==> src/sv/lbst_pkg.sv <==
// Package for the loopback self-test sequencer: phase codes, pattern and item types,
// stream widths and the last step index of each phase.
// No dependencies; every other file imports it.
`timescale 1ns / 1ps

package lbst_pkg;

    localparam int SETTLE_W   = 16;
    localparam int IN_DATA_W  = 24;
    localparam int OUT_DATA_W = 64;
    localparam int OUT_PAD_W  = 4;

    typedef enum logic [3:0] {
        PH_IDLE,
        PH_A_LH,
        PH_A_HL,
        PH_D_E,
        PH_E_D,
        PH_C_F,
        PH_W1_A,
        PH_W1_C,
        PH_W1_D,
        PH_W0_A,
        PH_W0_C,
        PH_W0_D
    } t_phase;

    typedef enum logic {
        ACT_START = 1'b0,
        ACT_TICK  = 1'b1
    } t_action;

    typedef struct packed {
        logic [7:0] a;
        logic       a_low;
        logic [7:0] c;
        logic [3:0] d;
        logic [3:0] e;
        logic       d_drv;
    } t_drives;

    typedef struct packed {
        t_action    action;
        logic [7:0] pins_a;
        logic [3:0] pins_d;
        logic [3:0] pins_e;
        logic [7:0] pins_f;
    } t_item;

    typedef struct packed {
        t_drives    drv;
        logic       busy;
        logic       done;
        logic [7:0] err_a;
        logic [7:0] err_d;
        logic [7:0] err_e;
        logic [7:0] err_f;
    } t_result;

    function automatic logic [7:0] last_step(input t_phase ph);
        logic [7:0] v;
        case (ph)
            PH_A_LH, PH_A_HL, PH_D_E, PH_E_D: v = 8'd15;
            PH_C_F:                           v = 8'd255;
            PH_W1_C, PH_W0_C:                 v = 8'd7;
            PH_W1_A, PH_W1_D, PH_W0_A, PH_W0_D: v = 8'd3;
            default:                          v = 8'd0;
        endcase
        return v;
    endfunction

endpackage

==> src/sv/lbst_pattern.sv <==
// Pattern decoder: the levels and directions driven on ports A, C, D and E for
// one phase and step of the test sequence. Depends on lbst_pkg.
`timescale 1ns / 1ps

module lbst_pattern
    import lbst_pkg::*;
(
    input  t_phase     i_phase,
    input  logic [7:0] i_index,
    output t_drives    o_drives
);

    logic [7:0] w_bit;

    assign w_bit = 8'd1 << i_index[2:0];

    always_comb begin
        o_drives       = '0;
        o_drives.a_low = 1'b1;
        o_drives.d_drv = 1'b1;
        case (i_phase)
            PH_IDLE: begin
                o_drives.a_low = 1'b0;
                o_drives.d_drv = 1'b0;
            end
            PH_A_LH: begin
                o_drives.a = {4'h0, i_index[3:0]};
            end
            PH_A_HL: begin
                o_drives.a     = {i_index[3:0], 4'h0};
                o_drives.a_low = 1'b0;
            end
            PH_D_E: begin
                o_drives.d = i_index[3:0];
            end
            PH_E_D: begin
                o_drives.e     = i_index[3:0];
                o_drives.d_drv = 1'b0;
            end
            PH_C_F: begin
                o_drives.c = i_index;
            end
            PH_W1_A: begin
                o_drives.a = {4'h0, w_bit[3:0]};
            end
            PH_W1_C: begin
                o_drives.c = w_bit;
            end
            PH_W1_D: begin
                o_drives.d = w_bit[3:0];
            end
            PH_W0_A: begin
                o_drives.a = {4'h0, ~w_bit[3:0]};
                o_drives.c = 8'hFF;
                o_drives.d = 4'hF;
                o_drives.e = 4'hF;
            end
            PH_W0_C: begin
                o_drives.a = 8'h0F;
                o_drives.c = ~w_bit;
                o_drives.d = 4'hF;
                o_drives.e = 4'hF;
            end
            PH_W0_D: begin
                o_drives.a = 8'h0F;
                o_drives.c = 8'hFF;
                o_drives.d = ~w_bit[3:0];
                o_drives.e = 4'hF;
            end
            default: begin
                o_drives.a_low = 1'b0;
                o_drives.d_drv = 1'b0;
            end
        endcase
    end

endmodule

==> src/sv/lbst_engine.sv <==
// Sequencer state and step logic: settle counter, phase and step registers,
// error accumulation and the result for each request. Depends on lbst_pkg, lbst_pattern.
`timescale 1ns / 1ps

module lbst_engine
    import lbst_pkg::*;
(
    input  logic                i_clk,
    input  logic                i_rst_n,
    input  logic                i_step,
    input  t_item               i_item,
    input  logic [SETTLE_W-1:0] i_settle_ticks,
    output t_result             o_result
);

    t_phase              r_phase, n_phase;
    logic [7:0]          r_index, n_index;
    logic [SETTLE_W-1:0] r_count, n_count;
    logic [7:0]          r_err_a, n_err_a;
    logic [7:0]          r_err_d, n_err_d;
    logic [7:0]          r_err_e, n_err_e;
    logic [7:0]          r_err_f, n_err_f;
    logic                r_done, n_done;
    t_drives             w_cur;
    t_drives             w_nxt;

    lbst_pattern u_cur (
        .i_phase  (r_phase),
        .i_index  (r_index),
        .o_drives (w_cur)
    );

    lbst_pattern u_nxt (
        .i_phase  (n_phase),
        .i_index  (n_index),
        .o_drives (w_nxt)
    );

    always_comb begin
        n_phase = r_phase;
        n_index = r_index;
        n_count = r_count;
        n_err_a = r_err_a;
        n_err_d = r_err_d;
        n_err_e = r_err_e;
        n_err_f = r_err_f;
        n_done  = r_done;
        if (i_item.action == ACT_START) begin
            n_phase = PH_A_LH;
            n_index = '0;
            n_count = '0;
            n_err_a = '0;
            n_err_d = '0;
            n_err_e = '0;
            n_err_f = '0;
            n_done  = 1'b0;
        end else if (r_phase != PH_IDLE) begin
            if (r_count < i_settle_ticks) begin
                n_count = r_count + 1'b1;
            end else begin
                n_count = '0;
                case (r_phase)
                    PH_A_LH: begin
                        n_err_a = r_err_a | ((i_item.pins_a ^ {w_cur.a[3:0], 4'h0}) & 8'hF0);
                    end
                    PH_A_HL: begin
                        n_err_a = r_err_a | ((i_item.pins_a ^ {4'h0, w_cur.a[7:4]}) & 8'h0F);
                    end
                    PH_D_E: begin
                        n_err_e = r_err_e | {i_item.pins_e ^ w_cur.d, 4'h0};
                    end
                    PH_E_D: begin
                        n_err_d = r_err_d | {i_item.pins_d ^ w_cur.e, 4'h0};
                    end
                    PH_C_F: begin
                        n_err_f = r_err_f | (i_item.pins_f ^ w_cur.c);
                    end
                    default: begin
                        n_err_a = r_err_a | ((i_item.pins_a ^ {w_cur.a[3:0], 4'h0}) & 8'hF0);
                        n_err_f = r_err_f | (i_item.pins_f ^ w_cur.c);
                        n_err_e = r_err_e | {i_item.pins_e ^ w_cur.d, 4'h0};
                    end
                endcase
                if (r_index == last_step(r_phase)) begin
                    n_index = '0;
                    if (r_phase == PH_W0_D) begin
                        n_phase = PH_IDLE;
                        n_done  = 1'b1;
                    end else begin
                        n_phase = t_phase'(r_phase + 4'd1);
                    end
                end else begin
                    n_index = r_index + 8'd1;
                end
            end
        end
    end

    always_ff @(posedge i_clk) begin
        if (!i_rst_n) begin
            r_phase <= PH_IDLE;
            r_index <= '0;
            r_count <= '0;
            r_err_a <= '0;
            r_err_d <= '0;
            r_err_e <= '0;
            r_err_f <= '0;
            r_done  <= 1'b0;
        end else if (i_step) begin
            r_phase <= n_phase;
            r_index <= n_index;
            r_count <= n_count;
            r_err_a <= n_err_a;
            r_err_d <= n_err_d;
            r_err_e <= n_err_e;
            r_err_f <= n_err_f;
            r_done  <= n_done;
        end
    end

    always_comb begin
        o_result.drv   = w_nxt;
        o_result.busy  = (n_phase != PH_IDLE);
        o_result.done  = n_done;
        o_result.err_a = n_err_a;
        o_result.err_d = n_err_d;
        o_result.err_e = n_err_e;
        o_result.err_f = n_err_f;
    end

endmodule

==> src/sv/io_loopback_selftest_sequencer.sv <==
// Each request is registered in the input stage and its result in the output stage.
// Throughput: one request per cycle unless the output stalls; state steps per request.
// Settle time and sampling are counted in requests (ticks), not in clock cycles.
// Reset: synchronous, active low; clears both stream stages and the sequencer state,
// and sets the settle time to one tick.
`timescale 1ns / 1ps

module io_loopback_selftest_sequencer
    import lbst_pkg::*;
(
    input  logic                  i_clk,
    input  logic                  i_rst_n,
    input  logic                  i_s_axis_tvalid,
    output logic                  o_s_axis_tready,
    // pins_a [7:0], pins_d_high [11:8], pins_e_high [15:12], pins_f [23:16]
    input  logic [IN_DATA_W-1:0]  i_s_axis_tdata,
    // action [0]
    input  logic                  i_s_axis_tuser,
    output logic                  o_m_axis_tvalid,
    input  logic                  i_m_axis_tready,
    // drive_a [7:0], a_low_drives [8], drive_c [16:9], drive_d_high [20:17],
    // drive_e_high [24:21], d_drives [25], busy_res [26], done_res [27],
    // err_a [35:28], err_d [43:36], err_e [51:44], err_f [59:52], zero [63:60]
    output logic [OUT_DATA_W-1:0] o_m_axis_tdata,
    input  logic                  i_cfg_valid,
    output logic                  o_cfg_ready,
    input  logic [SETTLE_W-1:0]   i_cfg_data
);

    logic                  r_in_valid;
    t_item                 r_in_item;
    logic                  r_out_valid;
    logic [OUT_DATA_W-1:0] r_out_data;
    logic [SETTLE_W-1:0]   r_settle_ticks;
    logic                  w_fire;
    t_result               w_result;

    assign w_fire          = r_in_valid && (!r_out_valid || i_m_axis_tready);
    assign o_s_axis_tready = !r_in_valid || w_fire;
    assign o_m_axis_tvalid = r_out_valid;
    assign o_m_axis_tdata  = r_out_data;
    assign o_cfg_ready     = 1'b1;

    always_ff @(posedge i_clk) begin
        if (!i_rst_n) begin
            r_settle_ticks <= SETTLE_W'(1);
        end else if (i_cfg_valid) begin
            r_settle_ticks <= i_cfg_data;
        end
    end

    always_ff @(posedge i_clk) begin
        if (!i_rst_n) begin
            r_in_valid <= 1'b0;
        end else if (o_s_axis_tready) begin
            r_in_valid <= i_s_axis_tvalid;
        end
    end

    always_ff @(posedge i_clk) begin
        if (i_s_axis_tvalid && o_s_axis_tready) begin
            r_in_item.action <= t_action'(i_s_axis_tuser);
            r_in_item.pins_a <= i_s_axis_tdata[7:0];
            r_in_item.pins_d <= i_s_axis_tdata[11:8];
            r_in_item.pins_e <= i_s_axis_tdata[15:12];
            r_in_item.pins_f <= i_s_axis_tdata[23:16];
        end
    end

    lbst_engine u_engine (
        .i_clk          (i_clk),
        .i_rst_n        (i_rst_n),
        .i_step         (w_fire),
        .i_item         (r_in_item),
        .i_settle_ticks (r_settle_ticks),
        .o_result       (w_result)
    );

    always_ff @(posedge i_clk) begin
        if (!i_rst_n) begin
            r_out_valid <= 1'b0;
        end else if (w_fire) begin
            r_out_valid <= 1'b1;
        end else if (i_m_axis_tready) begin
            r_out_valid <= 1'b0;
        end
    end

    always_ff @(posedge i_clk) begin
        if (w_fire) begin
            r_out_data <= {{OUT_PAD_W{1'b0}},
                           w_result.err_f, w_result.err_e, w_result.err_d, w_result.err_a,
                           w_result.done, w_result.busy,
                           w_result.drv.d_drv, w_result.drv.e, w_result.drv.d,
                           w_result.drv.c, w_result.drv.a_low, w_result.drv.a};
        end
    end

endmodule

==> config.mk <==
export PLATFORM = sky130hd
export DESIGN_NAME = io_loopback_selftest_sequencer
export DESIGN_NICKNAME = d
export VERILOG_FILES = /design/src/sv/lbst_pkg.sv /design/src/sv/lbst_pattern.sv /design/src/sv/lbst_engine.sv /design/src/sv/io_loopback_selftest_sequencer.sv
export SDC_FILE = /design/constraint.sdc
export NUM_CORES = 1
export LEC_CHECK = 0
export ABC_AREA = 1
export BUFFER_PORTS_ARGS = -buffer_cell sky130_fd_sc_hd__buf_2
export CAP_MARGIN = 0
export CORE_AREA = 2 2 156 158
export DETAILED_ROUTE_END_ITERATION = 6
export DIE_AREA = 0 0 158 160
export PLACE_DENSITY_LB_ADDON = 0.12
export SKIP_CTS_REPAIR_TIMING = 1
export SLEW_MARGIN = 10
export SYNTH_ARGS = -nofsm -noshare
export SYNTH_HDL_FRONTEND = slang
export SYNTH_HIERARCHICAL = 1
export SYNTH_SLANG_ARGS = --single-unit
export TNS_END_PERCENT = 20
==> constraint.sdc <==
create_clock -name i_clk -period 7.8 [get_ports i_clk]
set_clock_uncertainty 0.15 [all_clocks]
set_input_delay 0.39 -clock i_clk [delete_from_list [all_inputs] [get_ports i_clk]]
set_output_delay 0.39 -clock i_clk [all_outputs]
set_load 0.01 [all_outputs]
==> results of run 1 <==
-- final cells by class --
type	instances	area (um^2)	area share, %
inverters	156	593	5.68
well taps	324	405	3.88
multi-input cells	724	3810	36.5
flip-flops and latches	168	4210	40.3
repair buffers	136	813	7.78
clock buffers	17	425	4.07
clock inverters	15	184	1.76
-- sequential cells by signal, indices dropped and copies added, names as in the netlist, 16 cells and up, named ones only --
register          count
o_m_axis_tdata       60
u_engine/r_count     16
r_settle_ticks       16
r_in_item            25
-- where the power goes --
| group | switching (W) | internal, W |
|---|---|---|
| Clock | 0.000418 | 0.000435 |
| Sequential | 0.0000284 | 0.000963 |
| Combinational | 0.000160 | 0.0000841 |
-- per-layer routing --
metal / up-vias / global-route usage (%) / wire length (um)
met1: 3244 / 24.8 / 10800
met2: 157 / 25.5 / 9000
met4: 0 / 3.69 / 140
met5: - / 0 / 0
li1: 3719 / - / -
met3: 10 / 2.93 / 862
-- through the flow --
step / setup WS (ps) / utilization, % / instance area [um^2] / cells / total power, W
after floorplan: 2610 / - / 8790 / 1077 / 0.00118
after global placement: 4290 / 40.3 / 9600 / 1484 / 0.00125
after detailed placement: 4250 / 40.3 / 9600 / 1484 / 0.00125
after CTS: 4240 / 42.9 / 10200 / 1516 / 0.00210
after global routing: 3990 / 43.9 / 10400 / 1540 / 0.00218
final: 4230 / 43.9 / 10400 / 1540 / 0.00209
-- worst max path at each step --
stage               cells past startpoint                end  slack [ps]                 from
global route                           14  o_m_axis_tdata[1]        3990  u_engine/r_phase[0]
finish                                 14  o_m_axis_tdata[1]        4230  u_engine/r_phase[0]
floorplan                               7    u_engine/r_done        2610      i_m_axis_tready
detailed placement                     14  o_m_axis_tdata[1]        4250  u_engine/r_phase[0]
global placement                       14  o_m_axis_tdata[1]        4290  u_engine/r_phase[0]
CTS                                    14  o_m_axis_tdata[1]        4240  u_engine/r_phase[0]
-- worst min-delay path, delay by kind of cell --
family	cells	cell delay, ps
simple gates	2	100
buf+inv	1	70
==> impl_results.md, run 1 <==
* CP delay by family, top: simple AND/OR/NAND/NOR gates
* GR Util All Layers at between 15 and 20%
* Via density at 4.63
* Initial antenna violation count at 0
* Clock Pin Slew Worst Setup and Hold Paths at 80 ps
* Data arrival time of the critical path at roughly 3600 ps
* DIE HEIGHT at around 160 um
* Crit-path max FO at 18
* Root buf cell: clkbuf_16
* RSZ-0062 raised after global routing: false
* First-pass DRT Iterations at 5
* Final clock period utilization by the worst path at approximately 46%
* PortBufs at 107
* Fmax at approximately 0.28 GHz
* Nets at around 1,300
* Max-cap violations at 0
* Min-delay src: i_cfg_data[0]
* Layout cells sized above 1 at 18.0%
* Count of final setup violators at 0
* DR vias at a little over 7,000
* First-pass GRT wire length at 33,900 um
* Startpoint types: register
* Cells after Synth at approximately 1,100
* R2r setup slk at ~4200 ps
* Final Hold Fails at 0
* Leakage at about 4.5 nW
* Max IR drop VDD at approximately 0.13 mV
* Total wire length at a little over 20,000 um
* Tmin final at between 3000 and 4000 ps
* Commonest non-fill, non-tap cell in the layout: nor2_1
* Gr ovfl total at 0
* Diodes inserted at 0
* Core region area at approximately 0.024 mm^2
* Largest net degree at the start of global routing at between 60 and 70
* Clock sinks at 168
* CTS Buffer Depth at 2
* Syn. warnings at 6
* CTS tree: built
* Hold path endpoint: r_settle_ticks[0]
* Io pins at about 110
* CP Cell Sequence: inv_1 -> ha_1 -> inv_1 -> nor2_4 -> inv_4 -> nand2_2 -> inv_2 -> nor2_1 -> nor3_2 -> inv_2 -> nand3_2 -> nand2_1 -> o21ai_0 -> nand2_1
* PwrDens at approximately 200 mW/mm^2
* Worst-skew pair later-pin latency at 430 ps
* Most frequent cells in the layout: nor2_1, nand2_1, inv_1
* CP Buf/Inv Count at 5
* Pins Over Slew Limit at 0
* Actual slew at the worst max-slew pin at 921 ps
* Starting Density at 36.8%
* DP HPWL at about 15,000 um
* Die W at about 160 um
* Layout fillers at 2,461
* Worst R2R Path Depth at 14
* DRC errors left at 0
* Worst R2R Start: u_engine/r_phase[0]
* Setup_tns at 0 ps
* Post-Syn Area per Cell at ~8 um^2
* WL/cell at ~13 um
* Area Growth Syn to Fin at 19.1%
* Number of global-route vias before repair at roughly 6,600
* DIE AREA at 0.0253 mm^2
* Crit. End Element: register
* Max incr delay on CP at around 930 ps
* Hold depth at 3
* Final GP Congestion at approximately 0.87
* Slowest CP cell: dfxtp_1
* Class of the worst hold path: in -> reg
* Num CTS Buffers at 17
* Iter 0 DRT Violations at between 300 and 400
* Synthesized area at just under 0.009 mm^2
* Critical R2R Capture: o_m_axis_tdata[1]
* CP Class: reg -> reg
* FP Rows at 57
* Critical Path RT at between 7000 and 8000 ps
* Relative slew slack at 38.5%
* H-tree depth at 4
* Worst-case hold slack at between 15 and 20 ps
* Post-DRT Antenna Nets at 0
* Status: completed
Note: power is estimated with default switching activity, not from simulation.
==> run 2: changes to the inputs <==
- clock period: 7.8 -> 3.3 ns (I/O delays scaled with it)
==> impl_results.md, run 2 (synthesized netlist as in run 1, its figures left out) <==
* Area Growth Syn to Fin at 23.3%
* Worst R2R Path Depth at 18
* Class of the worst hold path: in -> reg
* GR Util All Layers at between 15 and 20%
* Finished Layout Cells at 1,581
* Crit-path max FO at 14
* Tmin final at 2940 ps
* Starting Density at ~37%
* RSZ-0062 raised after global routing: false
* Setup_tns at 0 ps
* Worst-skew pair later-pin latency at between 400 and 500 ps
* Actual slew at the worst max-slew pin at roughly 640 ps
* H-tree depth at 4
* Count of final setup violators at 0
* CTS tree: built
* First-pass DRT Iterations at 5
* Max-cap violations at 0
* Post-layout util at 45.4%
* Placed insts at 1,499
* DP HPWL at about 15,000 um
* DIE AREA at approximately 0.025 mm^2
* CTS Buffer Depth at 2
* Internal power at around 0.0036 W
* Critical R2R Capture: o_m_axis_tdata[12]
* Die W at roughly 160 um
* Nets at 1,317
* Critical Path RT at approximately 3300 ps
* Sw Share at 27.9%
* Most frequent cells in the layout: nor2_1, nand2_1, inv_1
* Sequential Power Share at 46.7%
* Leakage at about 4.7 nW
* Worst-case hold slack at -16.8 ps
* Max reg flops at 60
* Final Hold Fails at 1
* Worst Setup SP: r_settle_ticks[5]
* Crit. End Element: register
* Worst R2R Start: r_settle_ticks[5]
* Fmax at 0.340 GHz
* DRC errors left at 0
* Largest net degree at the start of global routing at 57
* FP Rows at 57
* Initial antenna violation count at 0
* Gr ovfl total at 0
* Status: finished, violations left
* Cell area after layout at 0.0108 mm^2
* Iter 0 DRT Violations at 456
* Diodes inserted at 0
* Data arrival time of the critical path at roughly 3000 ps
* Post-DP Area at between 0.009 and 0.01 mm^2
* Net switching power at ~0.0014 W
* DIE HEIGHT at about 160 um
* Tot Pwr at about 0.0050 W
* CP Class: reg -> reg
* Worst Setup EP: o_m_axis_tdata[12]
* PortBufs at approximately 110
* Num CTS Buffers at 17
* Core region area at ~0.024 mm^2
* Root buf cell: clkbuf_16
* WL/cell at about 13 um
* Startpoint types: register
* Gate power share at ~13%
* First-pass GRT wire length at about 34,000 um
* Max IR drop VDD at between 0.3 and 0.4 mV
* Layout cells sized above 1 at 19.6%
* R2r setup slk at between 300 and 400 ps
* Number of global-route vias before repair at roughly 6,500
* Final GP Congestion at 0.859
* Relative slew slack at between 50% and 60%
* Clock Pin Slew Worst Setup and Hold Paths at 70 ps
* DR vias at 7,250
* PwrDens at ~460 mW/mm^2
* Total wire length at 21,100 um
* Via density at approximately 4.6
* Commonest non-fill, non-tap cell in the layout: nor2_1
* Failing checks: negative hold slack
* Post-DRT Antenna Nets at 0
* Final clock period utilization by the worst path at 89.1%
* Clock network fraction of total power at approximately two fifths
* Io pins at about 110
* Clock sinks at roughly 170
* Pins Over Slew Limit at 0
[run 2: cell type report]
type                    instances  area, um^2
clock buffers                  17         425
flip-flops and latches        168        4210
fillers                      2467       13000
repair buffers                177        1190
clock inverters                15         154
well taps                     324         405
inverters                     156         599
multi-input cells             724        3830
[run 2: worst min path at each step]
stage,start,to,slack [ps],cells after the start
6_report,i_cfg_valid,r_settle_ticks[0],-20,3
5_1_grt,i_cfg_valid,r_settle_ticks[0],30,3
4_1_cts,i_s_axis_tuser,r_in_item[24],-260,1
3_5_place_dp,i_s_axis_tdata[14],r_in_item[10],190,1
3_3_place_gp,i_s_axis_tdata[19],r_in_item[3],190,1
2_1_floorplan,i_s_axis_tdata[16],r_in_item[0],110,0
[run 2: power groups by stage]
stage	clock network [W]	registers, W	logic (W)
final	0.00201	0.00232	0.000640
after global routing	0.00214	0.00233	0.000719
after CTS	0.00207	0.00232	0.000598
after detailed placement	0	0.00237	0.000596
after global placement	0	0.00237	0.000595
after floorplan	0	0.00238	0.000396
[run 2: per-stage QoR]
step	hold slack (ps)	setup slack (ps)
floorplan	114	270
global placement	192	286
detailed placement	193	252
CTS	-256	227
global route	25.3	0.605
finish	-16.8	360
[run 2: critical path, stage by stage, from the launching register on]
cell	delay (ps)
dfxtp_1	340
inv_1	50
ha_1	290
a21oi_1	150
nor2_1	50
nor3_1	140
nand2_1	90
nand2_1	100
nand2_4	150
buf_12	180
nand3_1	100
nand2_1	60
a21o_1	200
inv_2	140
inv_4	90
nand3_1	150
nor2_1	60
nor2_1	110
nand2_1	80
[run 2: per-layer routing]
metal	vias to the layer above	GRT usage, %	wire [um]
li1	3809	-	-
met1	3292	24.7	10700
met2	134	25.4	9220
met3	15	2.82	915
met4	0	5.04	269
met5	-	0	0
==> run 3: changes to the inputs <==
- BUFFER_PORTS_ARGS: -buffer_cell sky130_fd_sc_hd__buf_2 -> -buffer_cell sky130_fd_sc_hd__buf_4
- RECOVER_POWER: default -> 25
==> impl_results.md, run 3 (synthesized netlist as in run 1, its figures left out) <==
* Fmax at between 0.3 and 0.4 GHz
* Num CTS Buffers at 17
* DIE HEIGHT at between 150 and 200 um
* Worst-skew pair later-pin latency at between 400 and 500 ps
* H-tree depth at 4
* FP Rows at 57
* Relative slew slack at a little under half
* Gr ovfl total at 0
* Crit. End Element: register
* Core region area at roughly 0.024 mm^2
* Root buf cell: clkbuf_16
* Nets at 1,309
* Actual slew at the worst max-slew pin at 799 ps
* Diodes inserted at 0
* Setup_tns at 0 ps
* Tmin final at slightly below 3000 ps
* Area Growth Syn to Fin at 24.2%
* First-pass DRT Iterations at 5
* CTS Buffer Depth at 2
* Clock sinks at between 150 and 200
* Pins Over Slew Limit at 0
* Clock Pin Slew Worst Setup and Hold Paths at 80 ps
* Critical Path RT at 3320 ps
* Commonest non-fill, non-tap cell in the layout: nor2_1
* Hold path endpoint: r_settle_ticks[6]
* Final Hold Fails at 3
* Die W at 158 um
* Final clock period utilization by the worst path at approximately 90%
* Worst-case hold slack at -22.3 ps
* DP HPWL at 14,400 um
* Hold depth at 3
* Largest net degree at the start of global routing at around 100
* PwrDens at 459 mW/mm^2
* First-pass GRT wire length at between 30,000 and 40,000 um
* Most frequent cells in the layout: nor2_1, nand2_1, inv_1
* Iter 0 DRT Violations at between 400 and 500
* Worst Setup SP: r_settle_ticks[11]
* Data arrival time of the critical path at ~3000 ps
* Io pins at 113
* RSZ-0062 raised after global routing: false
* WL/cell at 13.2 um
* Layout cells sized above 1 at roughly 16%
* GR Util All Layers at between 15 and 20%
* CTS tree: built
* Max reg flops at 60
* CP Class: reg -> reg
* Status: finished, violations left
* Max IR drop VDD at about 0.33 mV
* Leakage at around 4.6 nW
* Count of final setup violators at 0
* Final GP Congestion at between 0.8 and 0.9
* DRC errors left at 0
* Total wire length at slightly above 20,000 um
* Post-DRT Antenna Nets at 0
* Class of the worst hold path: in -> reg
* Worst R2R Path Depth at 16
* Failing checks: negative hold slack
* R2r setup slk at ~320 ps
* Min-delay src: i_cfg_valid
* Startpoint types: register
* Via density at approximately 4.5
* Critical R2R Capture: o_m_axis_tdata[12]
* Worst R2R Start: r_settle_ticks[11]
* PortBufs at approximately 110
* DIE AREA at 0.0253 mm^2
* Number of global-route vias before repair at roughly 6,500
* DR vias at approximately 7,200
* Crit-path max FO at 11
* Max-cap violations at 0
* Initial antenna violation count at 0
* Starting Density at around 37%
run 3: changes by cell type in the layout (fill, tap and decap cells not counted), sizes merged:
cell	delta
clkinv	+1
clkinvlp	-2
buf	-77
inv	-1
bufinv	+1
dlygate4sd3	+1
clkbuf	+69
run 3: final cells by class:
| cell class | count | area [um^2] |
|---|---|---|
| repair buffers | 169 | 1280 |
| flip-flops and latches | 168 | 4210 |
| multi-input cells | 724 | 3820 |
| clock inverters | 14 | 160 |
| well taps | 324 | 405 |
| fillers | 2429 | 12900 |
| clock buffers | 18 | 429 |
| inverters | 156 | 597 |
run 3: worst max path at each step:
stage	end	slack, ps	depth (start not counted)
after floorplan	u_engine/r_done	270	6
after global placement	o_m_axis_tdata[15]	280	19
after detailed placement	o_m_axis_tdata[15]	240	17
after CTS	o_m_axis_tdata[15]	230	17
after global routing	o_m_axis_tdata[1]	10	17
final	o_m_axis_tdata[12]	320	16
run 3: worst max-delay path: stages, from the launching register on:
cell and delay [ps]:
dfxtp_1 330, inv_1 50, ha_1 300, a21oi_1 150, o21ai_0 110, a21oi_1 230
nand2_4 160, buf_4 210, nand3_1 90, nand2_1 60, a21o_1 180, inv_1 170
inv_2 140, nand3_1 180, nor2_1 60, nor2_1 110, nand2_1 50
run 3: power breakdown:
part / switching [W] / leakage [nW] / internal, W
sequential: 0.0000457 / 1.51 / 0.00228
combinational: 0.000404 / 2.78 / 0.000244
clock: 0.000896 / 0.288 / 0.00114
run 3: layer usage:
layer  wire length (um)  vias to the layer above  track usage [%]
met5                  0                        -                0
met4                224                        0             4.30
met3               1070                        9             2.44
met2               9230                      181             25.8
met1              10300                     3174             24.6
li1                   -                     3788                -
run 3: through the flow:
stage	worst slack [ps]	power (W)	instance area, um^2	std cells	utilization, %
2_1_floorplan	270	0.00278	8800	1077	-
3_3_place_gp	278	0.00299	9960	1495	41.8
3_5_place_dp	239	0.00299	9960	1495	41.8
4_1_cts	233	0.00504	10600	1527	44.3
5_1_grt	14.8	0.00524	10900	1573	45.8
6_report	320	0.00501	10900	1573	45.8
